===== config.mk =====
export PLATFORM = sky130hd
export DESIGN_NAME = pst_ctrl
export DESIGN_NICKNAME = d
export VERILOG_FILES = /design/src/rtl/core/pst_pkg.sv /design/src/rtl/core/pst_ctrl.sv
export SDC_FILE = /design/constraint.sdc
export NUM_CORES = 1
export LEC_CHECK = 0
export ABC_AREA = 1
export BUFFER_PORTS_ARGS = -buffer_cell sky130_fd_sc_hd__buf_2
export CAP_MARGIN = 0
export CORE_AREA = 2 2 39 41
export CTS_CLUSTER_DIAMETER = 120
export DETAILED_ROUTE_END_ITERATION = 6
export DIE_AREA = 0 0 41 43
export PLACE_DENSITY = 0.44
export REMOVE_ABC_BUFFERS = 1
export SETUP_SLACK_MARGIN = 0.4
export SYNTH_ARGS = -nofsm -noshare
export SYNTH_HDL_FRONTEND = slang
export SYNTH_SLANG_ARGS = --single-unit

===== constraint.sdc =====
create_clock -name clk_i -period 3.5 [get_ports clk_i]
set_input_delay 0.7 -clock clk_i [delete_from_list [all_inputs] [get_ports clk_i]]
set_output_delay 0.7 -clock clk_i [all_outputs]
set_load 0.005 [all_outputs]

===== src/rtl/core/pst_pkg.sv =====
// Shared types and constants for the port state table with histogram.
// Used by the controller, the datapath and the top level; depends on nothing.
package pst_pkg;

  localparam int unsigned IP_PROTO_SPACE = 256;
  localparam int unsigned COUNT_W        = 18;
  localparam int unsigned STATE_W        = 3;
  localparam int unsigned NUM_BINS       = 6;
  localparam int unsigned S_TDATA_W      = 24;
  localparam int unsigned M_TDATA_W      = 32;

  localparam logic [COUNT_W-1:0] THRESHOLD_RESET = COUNT_W'(15);

  localparam logic [3:0] PS_OPEN = 4'd1;
  localparam logic [3:0] PS_LAST = 4'd6;
  localparam int unsigned PS_FIRST_IGNORABLE = 2;

  typedef enum logic [1:0] {
    CMD_ADD    = 2'd0,
    CMD_REMOVE = 2'd1,
    CMD_LOOKUP = 2'd2,
    CMD_QUERY  = 2'd3
  } cmd_e;

  typedef enum logic [1:0] {
    PROTO_TCP     = 2'd0,
    PROTO_UDP     = 2'd1,
    PROTO_IP      = 2'd2,
    PROTO_INVALID = 2'd3
  } proto_e;

  typedef enum logic [1:0] {
    STAT_OK        = 2'd0,
    STAT_NOT_FOUND = 2'd1,
    STAT_BAD_STATE = 2'd2,
    STAT_BAD_ADDR  = 2'd3
  } status_e;

  typedef struct packed {
    logic clearing;
    logic take_req;
    logic execute;
    logic load_out;
  } ctrl_cmd_t;

  typedef struct packed {
    logic clear_done;
  } dp_status_t;

endpackage


===== src/rtl/core/pst_ctrl.sv =====
// Controller state machine for the port state table.
// Sequences the clearing pass and each request; uses pst_pkg.
module pst_ctrl (
  input  logic                clk_i,
  input  logic                rst_ni,
  input  logic                req_valid_i,
  output logic                req_ready_o,
  output logic                rsp_valid_o,
  input  logic                rsp_ready_i,
  input  pst_pkg::dp_status_t status_i,
  output pst_pkg::ctrl_cmd_t  cmd_o
);
  import pst_pkg::*;

  typedef enum logic [3:0] {
    S_CLEAR = 4'b0001,
    S_IDLE  = 4'b0010,
    S_EXEC  = 4'b0100,
    S_PICK  = 4'b1000
  } state_e;

  state_e state_q, state_d;
  logic   rsp_valid_q, rsp_valid_d;
  logic   slot_free;
  logic   take;
  logic   load;

  assign slot_free   = !rsp_valid_q || rsp_ready_i;
  assign req_ready_o = (state_q == S_IDLE) || ((state_q == S_PICK) && slot_free);
  assign take        = req_valid_i && req_ready_o;
  assign load        = (state_q == S_PICK) && slot_free;

  always_comb begin
    state_d = state_q;
    case (state_q)
      S_CLEAR: begin
        if (status_i.clear_done) begin
          state_d = S_IDLE;
        end
      end
      S_IDLE: begin
        if (take) begin
          state_d = S_EXEC;
        end
      end
      S_EXEC: begin
        state_d = S_PICK;
      end
      S_PICK: begin
        if (slot_free) begin
          state_d = take ? S_EXEC : S_IDLE;
        end
      end
      default: begin
        state_d = S_CLEAR;
      end
    endcase
  end

  always_comb begin
    rsp_valid_d = rsp_valid_q;
    if (load) begin
      rsp_valid_d = 1'b1;
    end else if (rsp_ready_i) begin
      rsp_valid_d = 1'b0;
    end
  end

  always_ff @(posedge clk_i or negedge rst_ni) begin
    if (!rst_ni) begin
      state_q     <= S_CLEAR;
      rsp_valid_q <= 1'b0;
    end else begin
      state_q     <= state_d;
      rsp_valid_q <= rsp_valid_d;
    end
  end

  assign rsp_valid_o    = rsp_valid_q;
  assign cmd_o.clearing = (state_q == S_CLEAR);
  assign cmd_o.take_req = take;
  assign cmd_o.execute  = (state_q == S_EXEC);
  assign cmd_o.load_out = load;

endmodule


==> results of run 1 <==
[per-layer routing]
| layer | GRT usage [%] | vias to the layer above | share of wire [%] | wire length, microns |
|---|---|---|---|---|
| met5 | 0 | - | 0 | 0 |
| met4 | 12.0 | 0 | 0 | 0 |
| met3 | 1.57 | 0 | 4.3 | 24 |
| met2 | 11.6 | 5 | 49 | 273 |
| met1 | 10.7 | 111 | 47 | 265 |
| li1 | - | 151 | - | - |
[flip-flops by register name (all words and copies together) (netlist names)]
signal	flops
rsp_valid_o	1
state_q	4
[per-stage QoR]
| stage | cell area, sq um | worst slack, ns | std cells |
|---|---|---|---|
| finish | 387 | 1.46 | 71 |
| detailed placement | 360 | 1.44 | 67 |
| global route | 387 | 1.39 | 71 |
| floorplan | 290 | 1.69 | 41 |
| global placement | 360 | 1.43 | 67 |
| CTS | 387 | 1.45 | 71 |
[cells by family after synthesis]
logic type,Yosys count,share of synthesized area [%]
and+or+nand+nor,22,34.8
buffers and inverters,15,21.6
DFF,5,40.4
AOI/OAI and AO/OA,2,3.20
[power by group]
group | switching, uW | leakage, uW | internal [uW] | total, uW
clock network | 23.4 | 0.0000150 | 43.1 | 66.5
logic | 54.7 | 0.000191 | 38.5 | 93.2
registers | 14.2 | 0.0000646 | 77.8 | 92.0
[worst max-delay path by stage]
stage / slack, ns / to / cells past startpoint / start
floorplan: 1.69 / cmd_o[2] / 6 / rsp_ready_i
global placement: 1.43 / cmd_o[2] / 8 / rsp_ready_i
detailed placement: 1.44 / cmd_o[2] / 8 / rsp_ready_i
CTS: 1.45 / cmd_o[2] / 8 / rsp_ready_i
global route: 1.39 / cmd_o[2] / 8 / rsp_ready_i
finish: 1.46 / cmd_o[2] / 8 / rsp_ready_i
[cell usage in the layout (no fill, tap or decap)]
cell type                  instances
sky130_fd_sc_hd__o21ai_1           2
sky130_fd_sc_hd__clkbuf_1          1
sky130_fd_sc_hd__nand3_1           4
sky130_fd_sc_hd__clkbuf_4          3
sky130_fd_sc_hd__nand2_1           9
sky130_fd_sc_hd__nor2_1            2
sky130_fd_sc_hd__dfstp_2           1
sky130_fd_sc_hd__dfrtp_1           4
sky130_fd_sc_hd__nand3_2           1
sky130_fd_sc_hd__nand4_1           1
sky130_fd_sc_hd__inv_1            12
sky130_fd_sc_hd__nor2_2            3
sky130_fd_sc_hd__nand2_2           2
sky130_fd_sc_hd__buf_2            10
[cell type report]
cell class,instances,area (sq um),area share [%]
Sequential cell,5,126,32.7
Multi-Input combinational cell,24,119,30.7
Timing Repair Buffer,10,50.0,12.9
Inverter,12,45.0,11.7
Clock buffer,4,26.3,6.80
Tap cell,16,20.0,5.18
[worst reg2reg max path: stages (launching register included)]
cell                      delay (ns)
sky130_fd_sc_hd__dfstp_2        0.55
sky130_fd_sc_hd__nor2_2         0.05
sky130_fd_sc_hd__nand2_1        0.17
sky130_fd_sc_hd__inv_1          0.06
sky130_fd_sc_hd__nand2_1        0.06
sky130_fd_sc_hd__nand2_1        0.04
sky130_fd_sc_hd__nand2_1        0.05
sky130_fd_sc_hd__nand2_1        0.04
==> flow_summary.rst, run 1 <==
.. list-table::
   :header-rows: 1

   * - Metric
     - Value
   * - CP Launch Type
     - primary input
   * - Reported leakage power
     - 0.000270 uW
   * - Total routed wirelength
     - 562 microns
   * - Starting density of the core
     - between 20% and 30%
   * - Clock network latency to the later pin of the worst-skew pair
     - roughly 0.24 ns
   * - Post-layout power
     - between 200 and 300 uW
   * - Number of buffers inserted during clock tree synthesis
     - 3
   * - Number of vias per cell
     - 3.76
   * - Most used flip-flop cell after synthesis
     - sky130_fd_sc_hd__dfrtp_1
   * - Antenna violations before repair
     - 0
   * - Count of pins on the block boundary
     - 11
   * - CTS tree
     - yes
   * - Data arrival time at the worst-slack endpoint
     - between 1 and 1.5 ns
   * - Library cell with the highest instance count after synthesis
     - sky130_fd_sc_hd__inv_1
   * - Clock transition time at the flip-flop clock pins of the worst setup and hold paths
     - approximately 0.040 ns
   * - Final setup violating endpoints
     - 0
   * - Crit-path max cell delay
     - 0.12 ns
   * - Async S/R FF share, synth
     - 100%
   * - Final core utilization
     - between 20 and 30%
   * - First-pass GRT wire length
     - a little over 1 mm
   * - Cell type with the highest aggregate area in the netlist
     - sky130_fd_sc_hd__dfrtp_1
   * - Yosys cell types
     - 12
   * - Cell count after synthesis
     - 44
   * - Count of H-tree levels built during CTS
     - 1
   * - Vias in the first global route
     - 267
   * - Leading post-synthesis cells by instance count
     - sky130_fd_sc_hd__inv_1 (12), sky130_fd_sc_hd__nand2_1 (9), sky130_fd_sc_hd__dfrtp_1 (4), sky130_fd_sc_hd__nand3_1 (4)
   * - Category of the worst setup path capture point
     - output port
   * - NumNets Final
     - approximately 60
   * - Run status
     - complete, no violations
   * - Global-route usage over all layers
     - under 10%
   * - Worst r2r dst
     - state_q[1]
   * - Register bit count reported by yosys
     - 5
   * - Crit Reg-Reg Startpoint
     - state_q[0]
   * - # clock sinks
     - 5
   * - Share of the clock period used by the worst path after layout
     - about three fifths
   * - Fraction of synthesized cell area taken by the top area cell type
     - about 32%
   * - Total power density per cell area
     - ~650 nW/um^2
   * - Final hold vios
     - 0
   * - Reg-to-reg setup timing slack
     - between 2 and 2.5 ns
   * - Number of gates resized after CTS
     - 0
   * - Die width
     - about 41 microns
   * - Max-Cap Viols
     - 0
   * - Worst vdd ir
     - between 0.2 and 0.25 mV
   * - Syn Std Cell Area
     - 313 sq um
   * - Highest net fanout along the worst path
     - 4
   * - Count of inserted antenna diode cells
     - 0
   * - Vias
     - approximately 270
   * - Fmax achieved
     - 0.491 GHz
   * - Required time of the critical path
     - 2.80 ns
   * - Initial DRT Pass Iterations
     - 2
   * - RSZ-0062 raised after global routing
     - no
   * - Length in cells of the worst reg-to-reg path
     - 7
   * - Maximum clock insertion buffer count
     - 2
   * - HPWL after DPL
     - around 460 microns
   * - Syn Area/Cell
     - approximately 7 sq um
   * - Global-route congestion overflow total
     - 0
   * - Drt wl/cell
     - a little under 8 microns
   * - Count of antenna-violating nets left after detailed routing
     - 0
   * - Count of flip-flops with a built-in enable after synthesis
     - 0
   * - Buffer cell driving the clock tree root
     - sky130_fd_sc_hd__clkbuf_4
   * - Proportion of layout cells with a drive suffix above 1
     - a little over a third
   * - Crit path cell chain
     - buf_2 > inv_1 > nand2_1 > nand3_2 > nand2_2 > nand2_2 > inv_1 > buf_2
   * - Final total negative setup slack
     - 0 ns
   * - Pins over their slew limit
     - 0
   * - Clock Skews
     - between 0.0015 and 0.002 ns
   * - Buffers added on ports
     - 10
   * - Critical path class
     - in -> out
   * - Number of inserted filler cells in the final layout
     - about 150
   * - Shortest clock period the worst path allows after layout
     - between 2 and 2.5 ns
   * - Largest delay share family, worst path
     - simple AND/OR/NAND/NOR gates
   * - Die boundary height
     - 43 microns
   * - Worst slew margin
     - slightly below 90%
   * - Drt drc
     - 0
   * - Warnings from Yosys
     - 0
   * - Setup Fix Bufs, Post-CTS
     - 0
   * - Area of the die
     - ~1800 sq um
   * - Maximum number of pins on one net before global-route repair
     - 6
   * - Sequential share of the synthesized area
     - 40.4%
   * - Pin slew with the least headroom to its limit
     - around 0.19 ns
   * - Largest cells by area after synthesis
     - sky130_fd_sc_hd__dfrtp_1 (32%), sky130_fd_sc_hd__inv_1 (14%), sky130_fd_sc_hd__nand2_1 (11%)
   * - Slowest stage cell, crit path
     - sky130_fd_sc_hd__nand2_1
   * - Signed area change from the synthesized netlist to the final layout
     - 23.6%
   * - Count of standard-cell rows
     - 14
   * - Final weighted congestion in routability-driven placement
     - between 0.7 and 0.8
   * - Core Box Area
     - 1380 sq um
   * - Number of hold buffers added after CTS
     - 0
   * - Crit path buffers/inverters
     - 4
   * - Final hold slack
     - 0.262 ns
   * - Hold WC Path Type
     - in -> async
   * - Starting DRT DRC Count
     - 2
Note: power is estimated with default switching activity, not from simulation.
==> inputs of run 2 (changes only) <==
Settings changed: ABC_AREA 1 to 0, PLACE_DENSITY 0.44 to 0.47.
Clock period 3.5 ns to 1.8 ns, I/O delays scaled along.
==> run 2 against run 1 <==
Net effect: sequential power grew 110%; non-clock buffer count grew 9; flip-flop and latch count is the same; critical endpoint is now req_ready_o; largest power group unchanged.
==> flow_summary.rst, run 2 <==
.. list-table::
   :header-rows: 1

   * - Metric
     - Value
   * - Run status
     - complete, no violations
   * - Compound-cell area share of the yosys netlist
     - 18.1% (+15 points)
   * - Register share of total power
     - 32.0% (-4.5 points)
   * - Post-Place Worst Slack
     - 0.403 ns (-1.04 ns)
   * - Reg-to-reg setup timing slack
     - 0.58 ns (-1.79 ns)
   * - Part of the power in combinational logic
     - 47.5% (+10 points)
   * - Leading post-synthesis cells by instance count
     - sky130_fd_sc_hd__a21oi_1 (4), sky130_fd_sc_hd__dfrtp_1 (4), sky130_fd_sc_hd__nor2_1 (4), sky130_fd_sc_hd__nor2b_1 (4)
   * - Vias
     - 329 (+23%)
   * - Multi-input gate area
     - 199 sq um (+67%)
   * - Buffers added on ports
     - 10 (unchanged)
   * - Fraction of synthesized cell area taken by the top area cell type
     - 30.2% (-1.8 points)
   * - Number of buffers inserted during clock tree synthesis
     - 3 (unchanged)
   * - Adder-cell area share of the yosys netlist
     - 0% (unchanged)
   * - Most heavily used metal layer in global routing
     - met2
   * - Drt drc
     - 0 (unchanged)
   * - Met3 usage
     - 1.57% (unchanged)
   * - Share of the clock period used by the worst path after layout
     - between 80% and 90%
   * - Highest net fanout along the worst path
     - 5 (+1)
   * - Internal power summed over all cells
     - 410 uW (+160%)
   * - Buffer cell driving the clock tree root
     - sky130_fd_sc_hd__clkbuf_4
   * - Hold WC Path Type
     - in -> reg
   * - Yosys cell types
     - 22 (+10)
   * - Sequential share of the synthesized area
     - 38.1% (-2.3 points)
   * - Worst vdd ir
     - 0.399 mV (+68%)
   * - Final setup violating endpoints
     - 0 (unchanged)
   * - Drt wl/cell
     - 9.63 microns (+22%)
   * - Data arrival time at the worst-slack endpoint
     - 1.17 ns (-0.17 ns)
   * - Post-synthesis mux area share
     - 0% (unchanged)
   * - Flip-flop count of the largest register after layout
     - 4 (unchanged)
   * - Reg with most FFs
     - state_q
   * - CTS tree
     - yes
   * - Power dissipated by switching net loads
     - 191 uW (+110%)
   * - Clock network latency to the later pin of the worst-skew pair
     - 0.23 ns (about the same)
   * - First-pass GRT wire length
     - 1.12 mm (+10%)
   * - Required time of the critical path
     - 1.44 ns (-1.36 ns)
   * - Proportion of power drawn by the clock network
     - 20.5% (-5.9 points)
   * - Total routed wirelength
     - 703 microns (+25%)
   * - Count of inserted antenna diode cells
     - 0 (unchanged)
   * - Final hold slack
     - 0.400 ns (+0.138 ns)
   * - Fraction of met1 tracks used by global routing
     - 9.54% (-1.1 points)
   * - NumNets Final
     - 63 (+3.3%)
   * - Maximum clock insertion buffer count
     - 2 (unchanged)
   * - Die width
     - 41 microns (unchanged)
   * - Starting DRT DRC Count
     - 1 (-1)
   * - Setup slack after layout
     - 0.272 ns (-1.19 ns)
   * - Crit Reg-Reg Startpoint
     - state_q[0]
   * - Worst r2r dst
     - state_q[1]
   * - Count of antenna-violating nets left after detailed routing
     - 0 (unchanged)
   * - Number of inserted filler cells in the final layout
     - 154 (unchanged)
   * - Starting density of the core
     - 24.0% (+1.4 points)
   * - Number of vias per cell
     - 4.51 (+20%)
   * - Initial DRT Pass Iterations
     - 2 (unchanged)
   * - Commonest non-fill, non-tap cells in the layout
     - sky130_fd_sc_hd__buf_2 (10), sky130_fd_sc_hd__buf_4 (8), sky130_fd_sc_hd__a21oi_1 (4)
   * - Global-route congestion overflow total
     - 0 (unchanged)
   * - Most common cell after layout, fill and taps aside
     - sky130_fd_sc_hd__buf_2
   * - Cell count after synthesis
     - 38 (-14%)
   * - Critical path class
     - reg -> out
   * - Syn Area/Cell
     - 8.73 sq um (+23%)
   * - Count of H-tree levels built during CTS
     - 1 (unchanged)
   * - Launching element of the worst setup path
     - state_q[3]
   * - Clock Skews
     - 0.000558 ns (-0.00131 ns)
   * - Antenna violations before repair
     - 0 (unchanged)
   * - Die boundary height
     - 43 microns (unchanged)
   * - Fmax achieved
     - between 0.6 and 0.7 GHz
   * - Category of the worst setup path capture point
     - output port
   * - Count of pins on the block boundary
     - 11 (unchanged)
   * - Global-route usage over all layers
     - 9.91% (+0.75 points)
   * - Final weighted congestion in routability-driven placement
     - 0.584 (-18%)
   * - Vias in the first global route
     - 310 (+16%)
   * - Cell type with the highest aggregate area in the netlist
     - sky130_fd_sc_hd__dfrtp_1
   * - Most used flip-flop cell after synthesis
     - sky130_fd_sc_hd__dfrtp_1
   * - Register bit count reported by yosys
     - 5 (unchanged)
   * - Area taken by flip-flops and latches
     - 130 sq um (+3.0%)
   * - Count of standard-cell rows
     - 14 (unchanged)
   * - Syn Std Cell Area
     - 332 sq um (+6.0%)
   * - Count of flip-flops with a built-in enable after synthesis
     - 0 (unchanged)
   * - Signed area change from the synthesized netlist to the final layout
     - 49.4%
   * - Post-synthesis share of cell area spent on xor and xnor gates
     - 0% (unchanged)
   * - Area of the die
     - 1760 sq um (unchanged)
   * - Reported leakage power
     - 0.000238 uW (-12%)
   * - Largest family of logic cells by synthesized area
     - simple AND/OR/NAND/NOR gates
   * - Core Box Area
     - 1380 sq um (unchanged)
   * - Final hold vios
     - 0 (unchanged)
   * - Largest cells by area after synthesis
     - sky130_fd_sc_hd__dfrtp_1 (30%), sky130_fd_sc_hd__dfstp_2 (7.9%), sky130_fd_sc_hd__nor2b_1 (7.5%)
   * - Capturing instance or port of the critical path
     - req_ready_o
   * - GR Util met2
     - 15.9% (+4.4 points)
   * - CP Launch Type
     - register
   * - RSZ-0062 raised after global routing
     - yes
   * - Clock transition time at the flip-flop clock pins of the worst setup and hold paths
     - 0.04 ns (about the same)
   * - Final total negative setup slack
     - 0 ns (unchanged)
   * - Maximum number of pins on one net before global-route repair
     - 8 (+2)
   * - Length in cells of the worst reg-to-reg path
     - 4 (-3)
   * - Pin slew with the least headroom to its limit
     - 0.203 ns (+0.0140 ns)
   * - Total power density per cell area
     - 1210 nW/um^2 (+86%)
   * - Worst slew margin
     - 86.3% (-1.0 points)
   * - Max-Cap Viols
     - 0 (unchanged)
   * - Warnings from Yosys
     - 0 (unchanged)
   * - Async S/R FF share, synth
     - 100% (unchanged)
   * - Pins over their slew limit
     - 0 (unchanged)
   * - # clock sinks
     - 5 (unchanged)
   * - Simple-gate share of the synthesized area
     - 35.5% (+0.67 points)
   * - Shortest clock period the worst path allows after layout
     - 1.53 ns
   * - Switching part of the total
     - 31.8% (-4.9 points)
   * - Proportion of layout cells with a drive suffix above 1
     - 54.4% (+18 points)
run 2: cell type report:
class / count / share of cell area, %
multi-input cells: 29 / 40.2
flip-flops and latches: 5 / 26.3
repair buffers: 19 / 24.2
clock buffers: 4 / 5.30
well taps: 16 / 4.04
run 2: worst max-delay path, stage by stage, from the launching register on:
cell and delay (ns):
sky130_fd_sc_hd__dfrtp_2 0.42, sky130_fd_sc_hd__or2b_1 0.26, sky130_fd_sc_hd__a21boi_1 0.13, sky130_fd_sc_hd__buf_2 0.13
run 2: cell families after synthesis:
family	count (synthesis)
AOI/OAI and AO/OA	9
buffers and inverters	4
DFF	5
and+or+nand+nor	20
run 2: through the flow:
step	power, uW	instance area (sq um)	cells	util [%]
global placement	378	374	60	27.0
detailed placement	377	374	60	27.0
finish	601	495	73	35.8
floorplan	316	304	34	-
CTS	593	475	72	34.4
global route	659	495	73	35.8
run 2: timing repair:
item,CTS,global route
endpoints found under the setup margin,5,5
pin swaps,2,0
setup buffers,7,1
hold buffers,1,0
gates resized for setup,6,4
hold endpoints to repair,4,0
run 2: routing by layer:
| layer | up-vias | share of wire [%] |
|---|---|---|
| li1 | 165 | - |
| met1 | 157 | 40 |
| met2 | 5 | 53 |
| met3 | 2 | 5.4 |
| met4 | 0 | 1.3 |
| met5 | - | 0 |
run 2: power groups by stage:
stage,clock network (uW),logic (uW),registers [uW]
2_1_floorplan,0,129,188
3_3_place_gp,0,176,202
6_report,123,285,192
5_1_grt,143,317,199
3_5_place_dp,0,177,201
4_1_cts,131,275,187
run 2: how the worst min path moves through the flow:
stage                      startpoint     endpoint  slack, ns  cells after the start
after CTS                 req_valid_i   state_q[2]       0.39                      3
final                     req_valid_i   state_q[2]       0.40                      3
after detailed placement       rst_ni  rsp_valid_o       0.18                      1
after global placement         rst_ni  rsp_valid_o       0.18                      1
after global routing      req_valid_i   state_q[2]       0.40                      3
after floorplan                rst_ni  rsp_valid_o       0.06                      0
==> inputs of run 3 (changes only) <==
Settings changed: ABC_AREA 0 to 1, PLACE_DENSITY 0.47 to 0.44.
Clock period 1.8 ns to 1.55 ns, I/O delays scaled along.
==> run 3 against run 2 <==
Net effect: worst hold slack got worse by 0.093 ns; routed wire length fell by 2.6%; utilization fell by 0.18 points; clock skew rose by 0.0030 ns; final area fell by 0.50%; via count fell by 7.9%; non-clock buffer count did not move; critical endpoint is now cmd_o[2]; largest cell class unchanged; largest power group unchanged.
==> flow_summary.rst, run 3 (synthesized netlist as in run 1, its figures left out) <==
.. list-table::
   :header-rows: 1

   * - Metric
     - Value
   * - Post-Place Worst Slack
     - 0.263 ns (-0.140 ns)
   * - Vias in the first global route
     - 305 (-1.6%)
   * - Final hold vios
     - 0 (unchanged)
   * - Area of the die
     - 1760 sq um (unchanged)
   * - Shortest clock period the worst path allows after layout
     - around 1.5 ns
   * - Vias
     - 303 (-7.9%)
   * - Worst slew margin
     - 84.9% (-1.4 points)
   * - NumNets Final
     - 70 (+11%)
   * - Reg-to-reg setup timing slack
     - 0.34 ns (-0.24 ns)
   * - Length in cells of the worst reg-to-reg path
     - 7 (+3)
   * - Signed area change from the synthesized netlist to the final layout
     - 57.6%
   * - Post-layout power
     - 691 uW (+15%)
   * - Placed Instances
     - 67 (+12%)
   * - Number of buffers inserted during clock tree synthesis
     - 3 (unchanged)
   * - Worst vdd ir
     - 0.578 mV (+45%)
   * - Count of H-tree levels built during CTS
     - 1 (unchanged)
   * - Crit Reg-Reg Startpoint
     - state_q[1]
   * - Starting density of the core
     - 22.6% (-1.4 points)
   * - CTS tree
     - yes
   * - Category of the worst setup path capture point
     - output port
   * - Slowest stage cell, crit path
     - sky130_fd_sc_hd__dfstp_2
   * - Total power density per cell area
     - 1400 nW/um^2 (+16%)
   * - Crit path buffers/inverters
     - 3 (+2)
   * - Reported leakage power
     - 0.000313 uW (+32%)
   * - Maximum clock insertion buffer count
     - 2 (unchanged)
   * - Count of inserted antenna diode cells
     - 0 (unchanged)
   * - Final weighted congestion in routability-driven placement
     - 0.679 (+16%)
   * - HPWL after DPL
     - ~500 microns
   * - Flip-flop count of the largest register after layout
     - 4 (unchanged)
   * - Final setup violating endpoints
     - 0 (unchanged)
   * - Startpoint of the worst hold path
     - status_i
   * - Data arrival time at the worst-slack endpoint
     - 1.21 ns (+0.04 ns)
   * - Required time of the critical path
     - 1.24 ns (-0.20 ns)
   * - Total routed wirelength
     - 685 microns (-2.6%)
   * - Global-route usage over all layers
     - 9.96% (+0.051 points)
   * - Count of antenna-violating nets left after detailed routing
     - 0 (unchanged)
   * - First-pass GRT wire length
     - 1.08 mm (-3.7%)
   * - Largest delay share family, worst path
     - flip-flops
   * - Area taken by flip-flops and latches
     - 128 sq um (-1.9%)
   * - Critical path class
     - reg -> out
   * - RSZ-0062 raised after global routing
     - yes
   * - Fmax achieved
     - approximately 0.66 GHz
   * - Antenna violations before repair
     - 0 (unchanged)
   * - Global-route congestion overflow total
     - 0 (unchanged)
   * - # clock sinks
     - 5 (unchanged)
   * - Drt wl/cell
     - 8.56 microns (-11%)
   * - Run status
     - complete, no violations
   * - Buffers added on ports
     - 10 (unchanged)
   * - Proportion of layout cells with a drive suffix above 1
     - 56.3% (+1.9 points)
   * - Hold WC Path Type
     - in -> reg
   * - Filler-free cell count of the finished design
     - 80 (+9.6%)
   * - Commonest non-fill, non-tap cells in the layout
     - sky130_fd_sc_hd__buf_2 (10), sky130_fd_sc_hd__inv_1 (8), sky130_fd_sc_hd__nand2_1 (8), sky130_fd_sc_hd__buf_4 (6), sky130_fd_sc_hd__inv_2 (4)
   * - Setup slack after layout
     - 0.0309 ns (-0.241 ns)
   * - Pins over their slew limit
     - 0 (unchanged)
   * - Most common cell after layout, fill and taps aside
     - sky130_fd_sc_hd__buf_2
   * - Count of standard-cell rows
     - 14 (unchanged)
   * - Core Box Area
     - 1380 sq um (unchanged)
   * - Number of inserted filler cells in the final layout
     - 165 (+7.1%)
   * - Final core utilization
     - 35.6% (-0.18 points)
   * - Initial DRT Pass Iterations
     - 1 (-1)
   * - Maximum number of pins on one net before global-route repair
     - 6 (-2)
   * - Starting DRT DRC Count
     - 0 (-1)
   * - Clock network latency to the later pin of the worst-skew pair
     - 0.24 ns (about the same)
   * - Highest net fanout along the worst path
     - 3 (-2)
   * - Share of the clock period used by the worst path after layout
     - between 90 and 100%
   * - Clock transition time at the flip-flop clock pins of the worst setup and hold paths
     - 0.04 ns (about the same)
   * - Hold path endpoint
     - state_q[0]
   * - Drt drc
     - 0 (unchanged)
   * - Worst r2r dst
     - state_q[0]
   * - Crit-path max cell delay
     - 0.56 ns (+0.14 ns)
   * - Count of pins on the block boundary
     - 11 (unchanged)
   * - Clock Skews
     - 0.00354 ns (+0.00299 ns)
   * - Pin slew with the least headroom to its limit
     - 0.226 ns (+0.0235 ns)
   * - Final hold slack
     - 0.307 ns (-0.0927 ns)
   * - Max-Cap Viols
     - 0 (unchanged)
   * - Die width
     - 41 microns (unchanged)
   * - Reg with most FFs
     - state_q
   * - Critical path depth in cells
     - 6 (+3)
   * - Number of vias per cell
     - 3.79 (-16%)
   * - Die boundary height
     - 43 microns (unchanged)
   * - Worst hold path stage count
     - 4 (+1)
   * - CP Launch Type
     - register
   * - Multi-input gate area
     - 146 sq um (-26%)
   * - Crit path cell chain
     - inv_2 > nand3_2 > nand2_2 > nand2_2 > inv_2 > buf_2
   * - Buffer cell driving the clock tree root
     - sky130_fd_sc_hd__clkbuf_4
[run 3: what timing repair did]
action                                 CTS  global route
setup buffers                            8             0
hold buffers                             1             0
resized for setup                        7             6
endpoints found under the hold margin    4             0
pin swaps                                2             1
setup endpoints to repair                6             8
[run 3: how the worst max path moves through the flow]
stage / startpoint / endpoint / slack [ns]
global placement: state_q[0] / cmd_o[2] / 0.27
global route: state_q[3] / cmd_o[0] / -0.04
detailed placement: state_q[0] / cmd_o[2] / 0.26
floorplan: state_q[0] / cmd_o[2] / 0.39
CTS: state_q[0] / cmd_o[2] / 0.02
finish: state_q[0] / cmd_o[2] / 0.03
[run 3: where the power goes]
group,internal [uW],switching [uW]
Sequential,178,46.4
Clock,97.2,51.5
Combinational,158,160
Total,434,258
[run 3: layout make-up]
cell class,count,area share [%]
Inverter,12,9.14
Tap cell,16,4.06
Timing Repair Buffer,19,25.9
Clock buffer,4,5.33
Sequential cell,5,25.9
Multi-Input combinational cell,24,29.7
[run 3: per-layer routing]
layer  vias up  part of all wire (%)  global-route usage (%)
met4         0                     0                    6.00
li1        166                     -                       -
met5         -                     0                       0
met2         5                    54                    15.9
met3         0                   3.5                    6.28
met1       132                    43                    8.74
[run 3: worst reg2reg max path, delay by kind of cell (launching register included)]
family / cells / cell delay (ns)
buf+inv: 3 / 0.34
simple gates: 3 / 0.31
compound gates: 1 / 0.06
flops: 1 / 0.42
[run 3: through the flow]
step           TNS, ns  area, sq um
6_report             0          493
5_1_grt        -0.0813          493
4_1_cts              0          475
3_5_place_dp         0          360
3_3_place_gp         0          360
2_1_floorplan        0          290
